`config.mk`:
```
export PLATFORM = sky130hd
export DESIGN_NAME = brpf_queue
export DESIGN_NICKNAME = d
export VERILOG_FILES = /design/src/design/brpf_pkg.sv /design/src/design/brpf_queue.sv
export SDC_FILE = /design/constraint.sdc
export NUM_CORES = 1
export LEC_CHECK = 0
export BUFFER_PORTS_ARGS = -buffer_cell sky130_fd_sc_hd__buf_2
export CORE_ASPECT_RATIO = 0.75
export CORE_MARGIN = 2
export CORE_UTILIZATION = 55
export DETAILED_ROUTE_END_ITERATION = 6
export GPL_TIMING_DRIVEN = 0
export MAX_ROUTING_LAYER = met4
export PLACE_DENSITY_LB_ADDON = 0.05
export SLEW_MARGIN = 10
export SYNTH_ARGS = -nofsm -noshare
export SYNTH_HDL_FRONTEND = slang
export SYNTH_SLANG_ARGS = --single-unit
```
`constraint.sdc`:
```
create_clock -name clock -period 2.9 [get_ports clock]
set_input_delay 0.58 -clock clock [delete_from_list [all_inputs] [get_ports clock]]
set_output_delay 0.58 -clock clock [all_outputs]
set_load 0.02 [all_outputs]
```
`src/design/brpf_pkg.sv`:
```
`timescale 1ns / 1ps

package brpf_pkg;

   localparam int PALETTE_ENTRIES_DEFAULT = 256;
   localparam int QUEUE_DEPTH = 4;

   localparam int CSR_IDX_W = 3;
   localparam int CSR_DATA_W = 16;

   localparam logic [CSR_IDX_W-1:0] CSR_FORMAT_MODE = 3'd0;
   localparam logic [CSR_IDX_W-1:0] CSR_INVERT_BITS = 3'd1;
   localparam logic [CSR_IDX_W-1:0] CSR_BITS_PER_PIXEL = 3'd2;
   localparam logic [CSR_IDX_W-1:0] CSR_ORIGIN_OFFSET = 3'd3;
   localparam logic [CSR_IDX_W-1:0] CSR_ROW_PIXELS = 3'd4;

   localparam logic [2:0] MODE_COPY = 3'd0;
   localparam logic [2:0] MODE_REALIGN = 3'd1;
   localparam logic [2:0] MODE_PACK12 = 3'd2;
   localparam logic [2:0] MODE_ALPHA = 3'd3;
   localparam logic [2:0] MODE_PALETTE = 3'd4;

   localparam logic FUNC_PAL_WRITE = 1'b0;

   localparam logic [1:0] KIND_WRITE = 2'd0;
   localparam logic [1:0] KIND_BYTES = 2'd1;
   localparam logic [1:0] KIND_PALETTE = 2'd2;

   localparam logic [7:0] ALPHA_LIMIT = 8'd127;

   // work descriptor handed from front to back
   typedef struct packed {
      logic [1:0]      kind;
      logic [2:0][7:0] bytes;  // ready bytes, or palette color for a write
      logic [1:0]      count;  // number of ready bytes
      logic            last;   // end of row flag on the final byte
      logic [7:0]      pix;    // source byte of indices, or write index
      logic [1:0]      lb;     // log2 of index width
      logic [2:0]      first;  // first pixel position in the byte
      logic [3:0]      npix;   // pixels to expand
   } desc_type;

endpackage

```
`src/design/brpf_queue.sv`:
```
`timescale 1ns / 1ps

module brpf_queue import brpf_pkg::*; (
   input  logic     clock,
   input  logic     reset,
   input  logic     push,
   input  desc_type push_data,
   output logic     full,
   input  logic     pop,
   output desc_type head,
   output logic     empty
);

   localparam int PW = $clog2(QUEUE_DEPTH);

   desc_type        entries_ff [QUEUE_DEPTH];
   logic [PW-1:0]   wr_ptr_ff, rd_ptr_ff;
   logic [PW:0]     count_ff;

   assign full = (count_ff == (PW+1)'(QUEUE_DEPTH));
   assign empty = (count_ff == '0);
   assign head = entries_ff[rd_ptr_ff];

   always_ff @(posedge clock) begin
      if (push) begin
         entries_ff[wr_ptr_ff] <= push_data;
      end
   end

   always_ff @(posedge clock) begin
      if (reset) begin
         wr_ptr_ff <= '0;
         rd_ptr_ff <= '0;
         count_ff <= '0;
      end else begin
         if (push) begin
            wr_ptr_ff <= wr_ptr_ff + 1'b1;
         end
         if (pop) begin
            rd_ptr_ff <= rd_ptr_ff + 1'b1;
         end
         if (push && !pop) begin
            count_ff <= count_ff + 1'b1;
         end else if (pop && !push) begin
            count_ff <= count_ff - 1'b1;
         end
      end
   end

endmodule

```
Yosys cells after proc, flatten, opt, wreduce, memory -nomap -nowiden
Memory sizes are Yosys's and may differ from the RTL's. A register that Yosys moved wholly into a read port is not among the register bits.
Cells that the tools add are included.
{"block": "totals", "ramBits": 184, "memories": 1, "inputBits": 50, "reg_bits": 7}
{"memory": "entries_ff", "depth": 4, "word_bits": 46, "read_ports": 1, "rd_ports_with_merged_regs": 1, "write_ports": 1, "line_no": "brpf_queue.sv:16", "text": "desc_type entries_ff [QUEUE_DEPTH];"}
{"block": "classes", "mux": 6, "addsub": 4, "n_reduce_logical": 6, "eq_ne": 1}
{"cell": "$mux 3", "n": 2}
{"cell": "$add 2x1->2 const B", "n": 2}
{"cell": "$mux 2", "n": 2}
{"cell": "$add 3x1->3 const B", "n": 1}
{"cell": "$eq 3x3->1 const B", "n": 1}
{"cell": "$logic_not 3->1", "n": 1}
{"cell": "$sub 3x1->3 const B", "n": 1}
{"cell": "$logic_and 1x1->1", "n": 2}
{"cell": "$logic_not 1->1", "n": 2}
{"cell": "$mux 1", "n": 2}
{"cell": "$reduce_bool 2->1", "n": 1}

Logic depth before layout (Yosys ltp)
{"block": "logic_depth", "depth_word": 4, "mapped_depth": 7, "mapped_depth_nobuf": 7}

Worst setup path after synthesis
OpenSTA, ideal clock, no wires.
{"block": "synth_path", "path_kind": "input to register", "from": "in push", "to": "mem entries_ff[0][0] (netlist name) (enable)", "setup_ns": 0.408, "path_slack_ns": 0.807, "t_arrival_ns": 1.685, "t_required_ns": 2.492, "n_path_buf": 0, "cell_stages": 1, "path_cell_list": "and2_1"}
{"block": "synth_between", "elab_chain_cells": 2}
{"element": "start, declared", "line_no": "brpf_queue.sv:6", "text": "input logic push,"}
{"element": "$mux 1", "line_no": "brpf_queue.sv:25", "text": "if (push) begin"}
{"element": "$mux 1 (not written as such)", "line_no": "brpf_queue.sv:26", "text": "entries_ff[wr_ptr_ff] <= push_data;"}
{"element": "end, declared", "line_no": "brpf_queue.sv:16"}
No other way between the ends.

==> results_dict.tcl <==
set metrics [dict create \
    critPathMaxFanout 10 \
    cts_root_buf "clkbuf_16" \
    fmax_mhz 410 \
    ant_nets 0 \
    clk_pin_slew_worst_paths_ns 0.07 \
    vias 3186 \
    diodes 0 \
    synth_seq_area_share_pct 80.0 \
    nFillCells 837 \
    outcome "finished clean" \
    max_cap_viol_count 0 \
    slew_violations 0 \
    post-dp-hpwl_um 7110 \
    cp.required_ns 2.32 \
    syn_area_mm2 0.00713 \
    async_reset_ff_share_pct 0 \
    period_share_pct 84.1 \
    swShare_pct 24.4 \
    cts_num_sinks 193 \
    power_density_mw_per_mm2 726 \
    antenna_found_initial 0 \
    gp_congestion 0.657 \
    yosysTopAreaCell "edfxtp_1" \
    grt_pass1_wl_um 18000 \
    postPlaceCellArea_mm2 0.00787 \
    core_mm2 0.0125 \
    worst_pin_slew_ns 0.740 \
    synthTopCellsByCount "edfxtp_1 (184), mux4_2 (40), dfxtp_1 (9)" \
    comb_power_share_pct 11.3 \
    cts_tree "done" \
    p_leak_nw 2.91 \
    area_growth_pct 18.2 \
    synthFlopType "edfxtp_1" \
    slew_headroom_pct 50.7 \
    post_drt_wl_per_cell_um 20.1 \
    dp_cells 548 \
    initial_core_util_pct 57.1 \
    ioPinCount 98 \
    ctsResizeCount 0 \
    dr.pass1.iters 4 \
    dieArea_mm2 0.0139 \
    p_sw_mw 1.49 \
    grt_remaining_overflow 0 \
    via_per_inst 5.49 \
    pwr-share-clk_pct 35.9 \
    finalHoldViolCount 0 \
    track_usage_pct 18.6 \
    cts.hold.buffers_added 0 \
    final_util_pct 67.5 \
    grt_max_degree 47 \
    clockBufferDepth 2 \
    yosys-top-cells-area "edfxtp_1 (78%), mux4_2 (13%), dfxtp_1 (2.5%)" \
    grt_pass1_vias 3359 \
    clk_latency_ns 0.42 \
    grt_setup_unrepaired "no" \
    numCtsBuffers 17 \
    rows 35 \
    yosys.cell_types.count 23 \
    skew_ns 0.0125 \
    finalSetupTns_ns 0 \
    finalCriticalPeriod_ns 2.44 \
    seq_power_share_pct 52.8 \
    post-cts-setup-buffers 0 \
    total_power_mw 6.12 \
    synthCells 284 \
    start_kind "flop" \
    ys_warn_count 0 \
    die_w_um 135 \
    final_nets 457 \
    hold_path.class "input port to flop" \
    synth_top_area_share_pct 77.5 \
    syn_nets 340 \
    synth_area_per_cell_um2 25.1 \
    fin_cells 580 \
    synth-edff-count 184 \
    fin_area_mm2 0.00843 \
    drive_gt1_share_pct 44.2 \
    ys_seq_elements 193 \
    path_class "flop to output pin" \
    wirelength_um 11600 \
    drt-initial-drc-count 155 \
    cp-end-kind "output pin" \
    cp.arrival_ns 1.86 \
    cts_max_level 4 \
    io_buffers 96 \
    synth_most_common_cell "edfxtp_1" \
    finalSetupViolations 0 \
    drc 0 \
    p_int_mw 4.63 \
    ir_drop_v 0.000598 \
    die-height_um 103 \
]
flip-flops by register name, summed over array words and instances (netlist names), named ones only:
register,count
rd_ptr_ff,2
entries_ff,184
count_ff,3
wr_ptr_ff,2
stage by stage:
step                      hold slack [ns]  setup WS, ns
after floorplan                     0.466         0.807
after global placement              0.482        -0.208
after detailed placement            0.495         0.828
after CTS                           0.353         0.424
after global routing                0.358         0.335
final                               0.366         0.461
cell families after synthesis:
group,count (synthesis),share of synthesized area [%]
AND/OR/NAND/NOR,15,1.04
AO/OA/AOI/OAI,2,0.140
buffers and inverters,15,1.90
multiplexers,48,15.1
adder cells (fa/ha/maj),6,1.16
XOR/XNOR,5,0.614
flip-flops,193,80.0
power by group through the flow:
stage,logic (mW),registers [mW],clock network (mW)
final,0.689,3.23,2.20
after global placement,0.685,3.30,0
after detailed placement,0.704,3.30,0
after global routing,0.747,3.25,2.34
after floorplan,0.465,3.29,0
after CTS,0.706,3.23,2.24
metal layers:
metal	share of wire (%)	track usage [%]	up-vias
met5	0	-	-
met4	1.0	5.77	0
met3	4.7	4.72	10
met2	50	29.7	89
met1	44	24.3	1647
li1	-	-	1440
final cells by class:
| cell class | count | area [um2] | share of cell area (%) |
|---|---|---|---|
| tap | 166 | 208 | 2.46 |
| buffer | 11 | 120 | 1.43 |
| sequential | 193 | 5710 | 67.7 |
| clock buffer | 17 | 425 | 5.05 |
| timing repair buffer | 98 | 520 | 6.18 |
| multi-input combinational | 76 | 1300 | 15.4 |
| inverter | 4 | 15.0 | 0.178 |
| clock inverter | 15 | 138 | 1.63 |
worst paths after layout:
check | startpoint | end | slack [ns] | cells after the start
setup / recovery | flop | head[22] | 0.46 | 4
hold reg to reg | count_ff[2] | count_ff[2] | 0.51 | 2
hold / removal | push_data[26] | entries_ff[2][26] | 0.37 | 1
setup reg to reg | wr_ptr_ff[0] | entries_ff[2][33] | 1.16 | 4
placed cells by master (no fill, tap or decap), drive strengths merged, types with 2 or more instances in the layout:
master / instances
clkbuf: 19
mux2i: 2
dfxtp: 9
ha: 5
edfxtp: 184
inv: 14
nor2: 7
xor2: 3
buf: 107
mux4: 46
xnor2: 2
clkinv: 5
and2: 4
critical path, cell delays in order, from the launching register on:
cell	delay (ns)
dfxtp_1	0.31
clkbuf_2	0.24
buf_2	0.33
mux4_2	0.36
buf_2	0.18
No activity file was read; power rests on OpenSTA's default activity.
