`config.mk`:
```
export PLATFORM = sky130hd
export DESIGN_NAME = brpf_front_flat
export DESIGN_NICKNAME = d
export VERILOG_FILES = /design/src/design/brpf_pkg.sv /design/src/design/brpf_ifs.sv /design/src/design/brpf_front.sv /design/src/flat_wrapper.sv
export SDC_FILE = /design/constraint.sdc
export NUM_CORES = 1
export LEC_CHECK = 0
export ABC_AREA = 0
export ABC_CLOCK_PERIOD_IN_PS = 14600
export BUFFER_PORTS_ARGS = -buffer_cell sky130_fd_sc_hd__buf_2
export CORE_ASPECT_RATIO = 1.5
export CORE_UTILIZATION = 50
export CTS_BUF_LIST = sky130_fd_sc_hd__clkbuf_2
export DETAILED_ROUTE_END_ITERATION = 6
export PLACE_DENSITY = 0.77
export SETUP_SLACK_MARGIN = 0.2
export SYNTH_ARGS = -nofsm -noshare
export SYNTH_HDL_FRONTEND = slang
export SYNTH_SLANG_ARGS = --single-unit
```
`constraint.sdc`:
```
create_clock -name clock -period 14.6 [get_ports clock]
set_input_delay 1.46 -clock clock [delete_from_list [all_inputs] [get_ports clock]]
set_output_delay 1.46 -clock clock [all_outputs]
set_load 0.03 [all_outputs]
```
`src/design/brpf_pkg.sv`:
```
`timescale 1ns / 1ps

package brpf_pkg;

   localparam int PALETTE_ENTRIES_DEFAULT = 256;
   localparam int QUEUE_DEPTH = 4;

   localparam int CSR_IDX_W = 3;
   localparam int CSR_DATA_W = 16;

   localparam logic [CSR_IDX_W-1:0] CSR_FORMAT_MODE = 3'd0;
   localparam logic [CSR_IDX_W-1:0] CSR_INVERT_BITS = 3'd1;
   localparam logic [CSR_IDX_W-1:0] CSR_BITS_PER_PIXEL = 3'd2;
   localparam logic [CSR_IDX_W-1:0] CSR_ORIGIN_OFFSET = 3'd3;
   localparam logic [CSR_IDX_W-1:0] CSR_ROW_PIXELS = 3'd4;

   localparam logic [2:0] MODE_COPY = 3'd0;
   localparam logic [2:0] MODE_REALIGN = 3'd1;
   localparam logic [2:0] MODE_PACK12 = 3'd2;
   localparam logic [2:0] MODE_ALPHA = 3'd3;
   localparam logic [2:0] MODE_PALETTE = 3'd4;

   localparam logic FUNC_PAL_WRITE = 1'b0;

   localparam logic [1:0] KIND_WRITE = 2'd0;
   localparam logic [1:0] KIND_BYTES = 2'd1;
   localparam logic [1:0] KIND_PALETTE = 2'd2;

   localparam logic [7:0] ALPHA_LIMIT = 8'd127;

   // work descriptor handed from front to back
   typedef struct packed {
      logic [1:0]      kind;
      logic [2:0][7:0] bytes;  // ready bytes, or palette color for a write
      logic [1:0]      count;  // number of ready bytes
      logic            last;   // end of row flag on the final byte
      logic [7:0]      pix;    // source byte of indices, or write index
      logic [1:0]      lb;     // log2 of index width
      logic [2:0]      first;  // first pixel position in the byte
      logic [3:0]      npix;   // pixels to expand
   } desc_type;

endpackage

```
`src/design/brpf_ifs.sv`:
```
`timescale 1ns / 1ps

interface brpf_req_if;
   logic        valid;
   logic        ready;
   logic        func;
   logic [7:0]  palette_index;
   logic [23:0] palette_color;
   logic [31:0] row_data;
   logic        last_of_row;

   modport source (output valid, func, palette_index, palette_color, row_data, last_of_row,
                   input ready);
   modport sink (input valid, func, palette_index, palette_color, row_data, last_of_row,
                 output ready);
endinterface


```
`src/design/brpf_front.sv`:
```
`timescale 1ns / 1ps

module brpf_front import brpf_pkg::*; (
   input  logic                  clock,
   input  logic                  reset,
   brpf_req_if.sink              req_ch,
   input  logic                  csr_write_en,
   input  logic [CSR_IDX_W-1:0]  csr_index,
   input  logic [CSR_DATA_W-1:0] csr_wdata,
   input  logic                  q_full,
   output logic                  q_push,
   output desc_type              q_data
);

   logic [2:0]  format_mode_ff;
   logic        invert_bits_ff;
   logic [3:0]  bits_per_pixel_ff;
   logic [2:0]  origin_offset_ff;
   logic [15:0] row_pixels_ff;

   logic [7:0]  held_byte_ff, held_byte_in;
   logic [11:0] held_sample_ff, held_sample_in;
   logic        sample_pending_ff, sample_pending_in;
   logic        row_started_ff, row_started_in;
   logic [15:0] pixels_left_ff, pixels_left_in;

   logic        accept;
   logic        push;
   desc_type    d;
   logic [7:0]  byte_v, inv8, realign, tail;
   logic [15:0] smp;
   logic [23:0] rgb;
   logic [1:0]  lb;
   logic [3:0]  ppb, avail, npix;
   logic [2:0]  first;
   logic [15:0] pl, pl_next;

   assign req_ch.ready = !q_full;
   assign accept = req_ch.valid && !q_full;
   assign q_push = accept && push;
   assign q_data = d;

   always_comb begin
      byte_v = req_ch.row_data[7:0];
      inv8 = {8{invert_bits_ff}};
      realign = 8'({8'b0, held_byte_ff} << origin_offset_ff)
              | 8'(byte_v >> (4'd8 - {1'b0, origin_offset_ff}));
      tail = 8'({8'b0, byte_v} << origin_offset_ff) ^ inv8;
      smp = req_ch.row_data[15:0] ^ {16{invert_bits_ff}};
      rgb = (byte_v < ALPHA_LIMIT) ? 24'hffffff : req_ch.row_data[31:8];

      case (bits_per_pixel_ff)
         4'd1: lb = 2'd0;
         4'd2: lb = 2'd1;
         4'd4: lb = 2'd2;
         default: lb = 2'd3;
      endcase
      pl = row_started_ff ? pixels_left_ff : row_pixels_ff;
      first = row_started_ff ? 3'd0 : (origin_offset_ff >> lb);
      ppb = 4'd8 >> lb;
      avail = ppb - {1'b0, first};
      npix = (pl < {12'b0, avail}) ? pl[3:0] : avail;
      pl_next = pl - {12'b0, npix};

      d = '0;
      d.kind = KIND_BYTES;
      d.last = req_ch.last_of_row;
      push = 1'b0;
      held_byte_in = held_byte_ff;
      held_sample_in = held_sample_ff;
      sample_pending_in = sample_pending_ff;
      row_started_in = row_started_ff;
      pixels_left_in = pixels_left_ff;

      if (req_ch.func == FUNC_PAL_WRITE) begin
         d.kind = KIND_WRITE;
         d.pix = req_ch.palette_index;
         d.bytes = req_ch.palette_color;
         push = 1'b1;
      end else begin
         case (format_mode_ff)
            MODE_COPY: begin
               d.bytes[0] = byte_v ^ inv8;
               d.count = 2'd1;
               push = 1'b1;
            end
            MODE_REALIGN: begin
               if (row_started_ff) begin
                  d.bytes[0] = realign ^ inv8;
                  d.bytes[1] = tail;
                  d.count = req_ch.last_of_row ? 2'd2 : 2'd1;
                  push = 1'b1;
               end else if (req_ch.last_of_row) begin
                  d.bytes[0] = tail;
                  d.count = 2'd1;
                  push = 1'b1;
               end
               held_byte_in = byte_v;
               row_started_in = !req_ch.last_of_row;
            end
            MODE_PACK12: begin
               if (sample_pending_ff) begin
                  d.bytes[0] = held_sample_ff[11:4];
                  d.bytes[1] = {held_sample_ff[3:0], smp[15:12]};
                  d.bytes[2] = smp[11:4];
                  d.count = 2'd3;
                  push = 1'b1;
                  sample_pending_in = 1'b0;
               end else if (req_ch.last_of_row) begin
                  d.bytes[0] = smp[15:8];
                  d.bytes[1] = {smp[7:4], 4'b0};
                  d.count = 2'd2;
                  push = 1'b1;
               end else begin
                  held_sample_in = smp[15:4];
                  sample_pending_in = 1'b1;
               end
            end
            MODE_ALPHA: begin
               d.bytes[0] = rgb[23:16];
               d.bytes[1] = rgb[15:8];
               d.bytes[2] = rgb[7:0];
               d.count = 2'd3;
               push = 1'b1;
            end
            MODE_PALETTE: begin
               d.kind = KIND_PALETTE;
               d.pix = byte_v;
               d.lb = lb;
               d.first = first;
               d.npix = npix;
               d.last = req_ch.last_of_row || (pl_next == 16'd0);
               push = (npix != 4'd0);
               pixels_left_in = pl_next;
               row_started_in = !req_ch.last_of_row;
            end
            default: begin
               push = 1'b0;
            end
         endcase
      end
   end

   always_ff @(posedge clock) begin
      if (reset) begin
         format_mode_ff <= MODE_COPY;
         invert_bits_ff <= 1'b0;
         bits_per_pixel_ff <= 4'd8;
         origin_offset_ff <= 3'd0;
         row_pixels_ff <= 16'd1;
      end else if (csr_write_en) begin
         case (csr_index)
            CSR_FORMAT_MODE: format_mode_ff <= csr_wdata[2:0];
            CSR_INVERT_BITS: invert_bits_ff <= csr_wdata[0];
            CSR_BITS_PER_PIXEL: bits_per_pixel_ff <= csr_wdata[3:0];
            CSR_ORIGIN_OFFSET: origin_offset_ff <= csr_wdata[2:0];
            CSR_ROW_PIXELS: row_pixels_ff <= csr_wdata[15:0];
            default: begin
            end
         endcase
      end
   end

   always_ff @(posedge clock) begin
      if (reset) begin
         held_byte_ff <= '0;
         held_sample_ff <= '0;
         sample_pending_ff <= 1'b0;
         row_started_ff <= 1'b0;
         pixels_left_ff <= '0;
      end else if (accept) begin
         held_byte_ff <= held_byte_in;
         held_sample_ff <= held_sample_in;
         sample_pending_ff <= sample_pending_in;
         row_started_ff <= row_started_in;
         pixels_left_ff <= pixels_left_in;
      end
   end

endmodule

```
`src/flat_wrapper.sv`:
```
// flat-port wrapper written by rule: the top's interface ports become plain ports
module brpf_front_flat import brpf_pkg::*;
  (clock, reset, csr_write_en, csr_index, csr_wdata, q_full, q_push, q_data, req_ch_valid, req_ch_func, req_ch_palette_index, req_ch_palette_color, req_ch_row_data, req_ch_last_of_row, req_ch_ready);
  brpf_req_if req_ch_i ();
  input  logic clock;
  input  logic reset;
  input  logic csr_write_en;
  input  logic [CSR_IDX_W-1:0] csr_index;
  input  logic [CSR_DATA_W-1:0] csr_wdata;
  input  logic q_full;
  output logic q_push;
  output desc_type q_data;
  input wire logic [$bits(req_ch_i.valid)-1:0] req_ch_valid;
  input wire logic [$bits(req_ch_i.func)-1:0] req_ch_func;
  input wire logic [$bits(req_ch_i.palette_index)-1:0] req_ch_palette_index;
  input wire logic [$bits(req_ch_i.palette_color)-1:0] req_ch_palette_color;
  input wire logic [$bits(req_ch_i.row_data)-1:0] req_ch_row_data;
  input wire logic [$bits(req_ch_i.last_of_row)-1:0] req_ch_last_of_row;
  output wire logic [$bits(req_ch_i.ready)-1:0] req_ch_ready;
  assign req_ch_i.valid = req_ch_valid;
  assign req_ch_i.func = req_ch_func;
  assign req_ch_i.palette_index = req_ch_palette_index;
  assign req_ch_i.palette_color = req_ch_palette_color;
  assign req_ch_i.row_data = req_ch_row_data;
  assign req_ch_i.last_of_row = req_ch_last_of_row;
  assign req_ch_ready = req_ch_i.ready;
  brpf_front u_core (.clock(clock), .reset(reset), .req_ch(req_ch_i), .csr_write_en(csr_write_en), .csr_index(csr_index), .csr_wdata(csr_wdata), .q_full(q_full), .q_push(q_push), .q_data(q_data));
endmodule
```
# After elaboration in Yosys (flattened, before gate mapping)
# Index checks and enable logic that the tools add are counted.
[op_classes] add_sub_neg=3 order_cmp=2 eq_ne=11 shifts=5 mux=28 bitwise_logic=7 n_reduce_logical=21
[ops] operator="2-to-1 mux 18 bit" n=3
[ops] operator="case mux 10 bit (4 select lines)" n=1
[ops] operator="2-to-1 mux 26 bit" n=1
[ops] operator="2-to-1 mux 24 bit" n=1
[ops] operator="2-to-1 mux 8 bit" n=3
[ops] operator="case mux 8 bit (3 select lines)" n=1
[ops] operator="bitwise XOR 8 bit" n=3
[ops] operator="2-to-1 mux 10 bit" n=2
[ops] operator="zero test 16 bit" n=1
[ops] operator="< comparator 16 x 4 -> 1 bit" n=1
[ops] operator="2-to-1 mux 16 bit" n=1
[ops] operator="case mux 8 bit (2 select lines)" n=1
[ops] operator="<< shifter 8 x 3 -> 8 bit" n=2
[ops] operator="subtractor 16 x 4 -> 16 bit" n=1
[ops] operator="bitwise XOR 16 bit" n=1
[ops] operator="equality test 3 x 2 -> 1 bit (second input constant)" n=4
[ops] operator="AND reduction 3 bit" n=4
[ops] operator="AND reduction 2 bit" n=5
[ops] operator="2-to-1 mux 9 bit" n=1
[ops] operator="< comparator 8 x 7 -> 1 bit (second input constant)" n=1
[ops] operator="bitwise OR 8 bit" n=1
[ops] operator=">> shifter 8 x 4 -> 8 bit" n=1
[ops] operator="equality test 3 x 1 -> 1 bit (second input constant)" n=2
[ops] operator="equality test 3 bit (second input constant)" n=2
[ops] operator="other kinds (21)" n=33
[word_totals] register_bits=65 input_bits=90 output_inout_bits=48 wordCells=87

# Longest topological paths before layout
# Gate-level depths: netlist of the first run.
[logic_depth] word_depth=12 ltp_mapped=26

# Worst setup path after synthesis of the first run
# Ideal clock, no wire load.
[synth_timing] kind="register to output" startpoint="register u_core.origin_offset_ff[0]" endpoint="output port q_data[17] (netlist bit)" t_arrival_ns=6.701 path_slack_ns=6.439 path_stages_with_launch=26 cell_sequence="dfxtp_1 -> buf_1 -> clkbuf_1 -> clkinv_1 -> nor2_1 -> a21oi_1 -> o21ai_0 -> and3_1 -> ha_1 -> fa_1 -> ha_1 -> nor2_1 -> a221o_1 -> a211oi_1 -> nand2b_1 -> mux2_2 -> inv_1 -> ha_1 -> fa_1 -> maj3_1 -> nor3_1 -> nor3_4 -> xnor2_1 -> nor4_1 -> nand4_1 -> o31ai_1"
[synth_rtl] item="from (decl)" line="brpf_front.sv:18" rtl="logic [2:0] origin_offset_ff;"
[synth_rtl] item="from (signal assigned)" line="brpf_front.sv:156" rtl="CSR_ORIGIN_OFFSET: origin_offset_ff <= csr_wdata[2:0];"
[synth_rtl] item="to (decl)" line="flat_wrapper.sv:12" rtl="output desc_type q_data;"

==> results of run 1 <==
## cell usage after synthesis (15+ instances only)
library cell  number
dfxtp_1           65
nor2_1            82
a21oi_1           65
nor3_1            16
inv_1             37
o21a_1            15
clkbuf_1          59
xnor2_1           22
o21ai_0           61
xor2_1            19
o22ai_1           31
nand2_1           98
mux2i_1           47
## worst max-delay path, stage by stage (launching register included)
cell and delay [ns]:
dfxtp_1 0.43, nor4b_1 0.90, o21ai_0 0.28, and3_1 0.26
ha_1 0.21, fa_1 0.45, ha_1 0.28, nor2_1 0.05
a221o_1 0.25, a211oi_1 0.45, nand2b_1 0.22, mux2_2 0.19
inv_1 0.04, ha_1 0.20, fa_1 0.44, maj3_1 0.36
nor3_1 0.46, nor3_4 0.16, xnor2_1 0.16, nor4_1 0.31
nand4_1 0.13, o31ai_1 0.24, buf_2 0.25
## power by group through the flow
stage / clock network [mW] / logic (mW) / registers [mW]
floorplan: 0 / 0.0815 / 0.184
global placement: 0 / 0.120 / 0.185
detailed placement: 0 / 0.120 / 0.185
CTS: 0.131 / 0.120 / 0.182
global route: 0.138 / 0.131 / 0.183
finish: 0.129 / 0.122 / 0.182
## final cells by class
class / count / area [um^2]
Fill cell: 1258 / 5020
Inverter: 39 / 146
Timing Repair Buffer: 147 / 761
Clock inverter: 7 / 83.8
Sequential cell: 65 / 1300
Tap cell: 153 / 191
Antenna cell: 1 / 2.50
Clock buffer: 9 / 45.0
Multi-Input combinational cell: 679 / 4460
## final timing paths
path | from | endpoint | slack, ns | cells after the start
worst max register to register | u_core.bits_per_pixel_ff[3] | u_core.pixels_left_ff[9] | 8.05 | 21
worst max-delay path | u_core.bits_per_pixel_ff[3] | q_data[17] | 5.84 | 22
worst min-delay path | u_core.row_pixels_ff[1] | u_core.row_pixels_ff[1] | 0.48 | 2
worst min register to register | u_core.row_pixels_ff[1] | u_core.row_pixels_ff[1] | 0.48 | 2
## layer usage
| layer | GRT usage [%] | vias to the layer above | part of all wire (%) | routed length (um) |
|---|---|---|---|---|
| met5 | 0 | - | 0 | 0 |
| met4 | 22.2 | 0 | 7.3 | 1480 |
| met3 | 4.46 | 90 | 6.1 | 1230 |
| met2 | 56.7 | 332 | 51 | 10300 |
| met1 | 33.0 | 3201 | 36 | 7270 |
| li1 | - | 3283 | - | - |
## stage by stage
step,cell area [um^2],cells,power [mW],setup slack [ns],hold WS [ns]
3_5_place_dp,6860,1083,0.305,6.58,0.463
5_1_grt,6990,1099,0.452,5.33,0.511
4_1_cts,6990,1099,0.433,5.91,0.489
2_1_floorplan,6180,852,0.266,6.44,0.436
3_3_place_gp,6860,1083,0.305,6.70,0.451
6_report,6990,1100,0.433,5.84,0.482
## kinds of logic after synthesis
logic type | count (synthesis) | synth area share (%)
and+or+nand+nor | 299 | 24.1
xor gates and xnor gates | 41 | 5.81
adders and majority gates | 11 | 2.43
DFF | 65 | 21.1
muxes | 65 | 12.4
AOI/OAI and AO/OA | 263 | 27.5
buffers and inverters | 108 | 6.71
## cell usage in the layout, fill, tap and decap left out, drive strengths merged, types with 6 or more instances in the layout
cell type	Yosys	final
inv	37	41
dfxtp	65	65
nor4b	6	6
o221ai	6	6
a221o	9	9
a21oi	65	65
nor2b	10	10
o21ai	61	61
a211oi	13	13
a31oi	9	9
nor4	13	13
nor2	82	82
xnor2	22	22
nand3b	6	6
ha	8	8
nand2	98	98
or3	10	10
o21a	15	15
mux2i	47	47
nand2b	12	12
xor2	19	19
mux2	10	10
o22ai	31	31
o211ai	6	6
nor3	18	18
mux4	8	8
buf	10	147
nand3	13	13
a22oi	14	14
clkbuf	59	9
## flip-flops by register name (all words and copies together), names as in the netlist
register	cells
u_core.invert_bits_ff	1
u_core.held_sample_ff	12
u_core.format_mode_ff	3
u_core.pixels_left_ff	16
u_core.row_started_ff	1
u_core.row_pixels_ff	16
u_core.origin_offset_ff	3
u_core.bits_per_pixel_ff	4
u_core.held_byte_ff	8
u_core.sample_pending_ff	1
==> impl_metrics.tcl, run 1 <==
set metrics [dict create \
    p_clk_share_pct 29.8 \
    p_leak_nw 2.80 \
    synth_flop_cell "dfxtp_1" \
    syn_area_um2 6180 \
    grtUsageTotal_pct 31.5 \
    htreeDepth 3 \
    cts_tree "yes" \
    clock_sinks 65 \
    p_switching_mw 0.166 \
    post_cts_buffers 0 \
    fin_util_pct 58.2 \
    hold_violations 0 \
    firstDrtPassIters 7 \
    dp_hpwl_um 15100 \
    postSynth.asyncResetShare_pct 0 \
    p_sw_share_pct 38.4 \
    intPower_mw 0.267 \
    fp-row-count 49 \
    p_comb_share_pct 28.2 \
    dieArea_um2 12800 \
    post-route-period-util_pct 60.0 \
    layout-drive-gt1-share_pct 21.4 \
    grt_max_degree 70 \
    io_pins 138 \
    synth.top_cell.area_share_pct 21.1 \
    violations "DRC" \
    clock_latency_ns 0.58 \
    synth_top_area_cell "dfxtp_1" \
    area_growth_pct 13.2 \
    die_w_um 92.7 \
    min_period_ns 8.76 \
    cts.reportedPaths.clkPinSlew_ns 0.24 \
    setup_viol 0 \
    synth_nets 952 \
    cp_max_fo 10 \
    clock-root-buffer "clkbuf_2" \
    avgSynthCellArea_um2 7.25 \
    vias 6906 \
    worst_slew_margin_rel_pct 11.4 \
    wl_per_cell_um 18.4 \
    cts_hold_buf 0 \
    design.core.area_um2 12000 \
    antenna_found_initial 0 \
    power.density_nw_per_um2 62.0 \
    synth_edf_count 0 \
    synth-seq-cells 65 \
    maxCapViolCount 0 \
    start_util_pct 51.4 \
    wl_um 20300 \
    grt_pass1_wl_um 32000 \
    p_seq_share_pct 42.0 \
    crit_path_end_kind "primary output" \
    skew_ns 0.0254 \
    rsz0062_at_grt "no" \
    yosysUniqueCellTypes 73 \
    cts_repair_resize_count 0 \
    nets 1041 \
    hold_class "reg -> reg" \
    synth_cells 852 \
    clk_path_buf_depth 2 \
    required_ns 13.14 \
    slew_violations 0 \
    seq_area_frac_synth_pct 21.1 \
    grt_pass1_vias 6448 \
    ys.warnings.count 0 \
    port_buffers 137 \
    critical_path_class "reg -> out" \
    tns_ns 0 \
    viasPerCell 6.28 \
    gp_congestion 0.934 \
    startpoint_type "flop" \
    status "finished, violations left" \
    crit_arrival_ns 7.30 \
    fmax_mhz 114 \
    drcViolationCount 3 \
    worst_pin_slew_ns 1.31 \
    drtIter0Drc 416 \
    final_antenna_net_count 0 \
    ir_drop_v 0.0000357 \
    overflow 0 \
    die_y_um 138 \
    cts_buffers 9 \
    synthTopCellsByArea "dfxtp_1, mux2i_1, nand2_1" \
]
Power figures use the tool's default switching activity.
==> run 2: changes to the inputs <==
- ABC_CLOCK_PERIOD_IN_PS: 14600 -> 7900
- PLACE_DENSITY: 0.77 -> 0.8
- clock period: 14.6 -> 7.9 ns (I/O delays scaled with it)
==> run 2 against run 1 <==
Against the previous run: the run now ends clean; sequential power is 85% higher; die area stayed put; register-to-register slack worse by 6.0 ns; utilization is 0.75 points higher; power is 84% higher; flip-flop and latch count stayed put; non-clock buffer count is 7 higher; global-route usage is 0.64 points higher; cell count is 0.55% higher; combinational power is 86% higher; critical endpoint unchanged; largest cell class unchanged; highest routed layer unchanged.
==> impl_metrics.tcl, run 2 (synthesized netlist as in run 1, its figures left out) <==
set metrics [dict create \
    p_leak_nw 2.84 \
    reg_top3 "u_core.pixels_left_ff: 16 flops, u_core.row_pixels_ff: 16 flops, u_core.held_sample_ff: 12 flops" \
    p_seq_share_pct 42.2 \
    crit_path_end_kind "primary output" \
    setup.worst_path.start "u_core.bits_per_pixel_ff[2]" \
    p_comb_share_pct 28.5 \
    seqCellArea_um2 1300 \
    power.density_nw_per_um2 113 \
    die_y_um 138 \
    fp-row-count 49 \
    r2r_slack_ns 2.06 \
    slew_violations 0 \
    gp_congestion 0.947 \
    maxCapViolCount 0 \
    drcViolationCount 0 \
    reg2reg_depth 22 \
    htreeDepth 3 \
    grt_max_degree 70 \
    grtUsageTotal_pct 32.2 \
    power_mw 0.799 \
    intPower_mw 0.495 \
    grt_pass1_wl_um 32700 \
    reg2reg_to "u_core.pixels_left_ff[9]" \
    design.core.area_um2 12000 \
    critical_path_class "reg -> out" \
    startpoint_type "flop" \
    diodes 0 \
    antenna_found_initial 0 \
    dieArea_um2 12800 \
    crit_arrival_ns 6.56 \
    required_ns 7.11 \
    placed_cells 1086 \
    ir_drop_v 0.0000966 \
    viasPerCell 6.32 \
    port_buffers 137 \
    overflow 0 \
    status "finished clean" \
    cts_buffers 9 \
    wl_per_cell_um 18.6 \
    cts.reportedPaths.clkPinSlew_ns 0.24 \
    firstDrtPassIters 7 \
    fin_cells 1106 \
    skew_ns 0.0276 \
    hold_depth 3 \
    clock-root-buffer "clkbuf_2" \
    worst_pin_slew_ns 1.29 \
    start_util_pct 51.4 \
    cp_max_fo 10 \
    dp_hpwl_um 15100 \
    grt_pass1_vias 6608 \
    hold_class "in -> reg" \
    post-route-period-util_pct 93.0 \
    nets 1048 \
    hold_end "u_core.row_pixels_ff[11]" \
    rsz0062_at_grt "no" \
    area_growth_pct 14.7 \
    layout-drive-gt1-share_pct 22.5 \
    fill_cells 1182 \
    final_antenna_net_count 0 \
    fin_util_pct 58.9 \
    die_w_um 92.7 \
    worst_slew_margin_rel_pct 12.8 \
    p_sw_share_pct 38.1 \
    hold_violations 0 \
    cts_tree "yes" \
    min_period_ns 7.35 \
    whs_ns 0.430 \
    clock_sinks 65 \
    rr_startpoint "u_core.bits_per_pixel_ff[2]" \
    most-common-layout-cells "buf_2, nand2_1, nor2_1" \
    clk_path_buf_depth 2 \
    p_clk_share_pct 29.4 \
    final_common_cell "buf_2" \
    io_pins 138 \
    multiInputGateArea_um2 4500 \
    vias 6995 \
    setup_viol 0 \
    wl_um 20500 \
    drtIter0Drc 391 \
    tns_ns 0 \
    clock_latency_ns 0.56 \
    p_switching_mw 0.304 \
    min_from "csr_wdata[11]" \
    fmax_mhz 136 \
]
==> run 2: metrics by stage <==
stage                     area, um^2  setup WS [ns]
after global placement          6880          0.780
after CTS                       7020          0.285
after detailed placement        6880          0.618
final                           7080          0.555
after floorplan                 6180          0.409
after global routing            7080          0.173
==> run 2: cell type report <==
| cell class | instances | area share [%] |
|---|---|---|
| clock buffer | 9 | 0.636 |
| clock inverter | 7 | 1.18 |
| inverter | 39 | 2.07 |
| multi-input combinational | 679 | 63.5 |
| sequential | 65 | 18.4 |
| tap | 153 | 2.70 |
| timing repair buffer | 154 | 11.5 |
==> run 2: timing repair <==
item / in CTS / in global routing
pin swaps: 0 / 1
gates resized for setup: 2 / 5
setup endpoints to repair: 1 / 1
buffers inserted: 0 / 4
hold buffers: 0 / 0
==> run 2: routing by layer <==
layer | part of all wire (%) | track usage [%] | vias to the layer above
li1 | - | - | 3288
met1 | 36 | 33.7 | 3247
met2 | 50 | 56.6 | 355
met3 | 6.6 | 5.50 | 105
met4 | 7.1 | 23.8 | 0
met5 | 0 | 0 | -
==> run 2: power by group through the flow <==
stage                     registers, mW  logic (mW)  clock network [mW]
after global routing              0.338       0.244               0.254
after detailed placement          0.343       0.221                   0
after global placement            0.343       0.220                   0
final                             0.337       0.227               0.235
after floorplan                   0.341       0.151                   0
after CTS                         0.337       0.222               0.239
==> run 2: worst max path at each step <==
stage                             to  cells after the start
final                     q_data[17]                     23
after global routing      q_data[17]                     23
after CTS                 q_data[17]                     24
after detailed placement  q_data[17]                     24
after global placement    q_data[17]                     24
after floorplan           q_data[17]                     25
==> run 2: worst max-delay path, cell delays in order (launching register included) <==
cell      delay, ns
dfxtp_1        0.43
nor4b_1        0.17
buf_4          0.16
or3_1          0.40
and3_1         0.20
ha_1           0.22
fa_1           0.46
ha_1           0.30
nor2_1         0.05
a221o_1        0.27
a211oi_2       0.35
nand2b_1       0.20
mux2_2         0.19
inv_1          0.04
ha_1           0.20
fa_1           0.43
maj3_1         0.38
nor3_2         0.30
nor3_4         0.14
xnor2_1        0.16
nor4_1         0.36
nand4_1        0.14
o31ai_1        0.21
buf_2          0.24
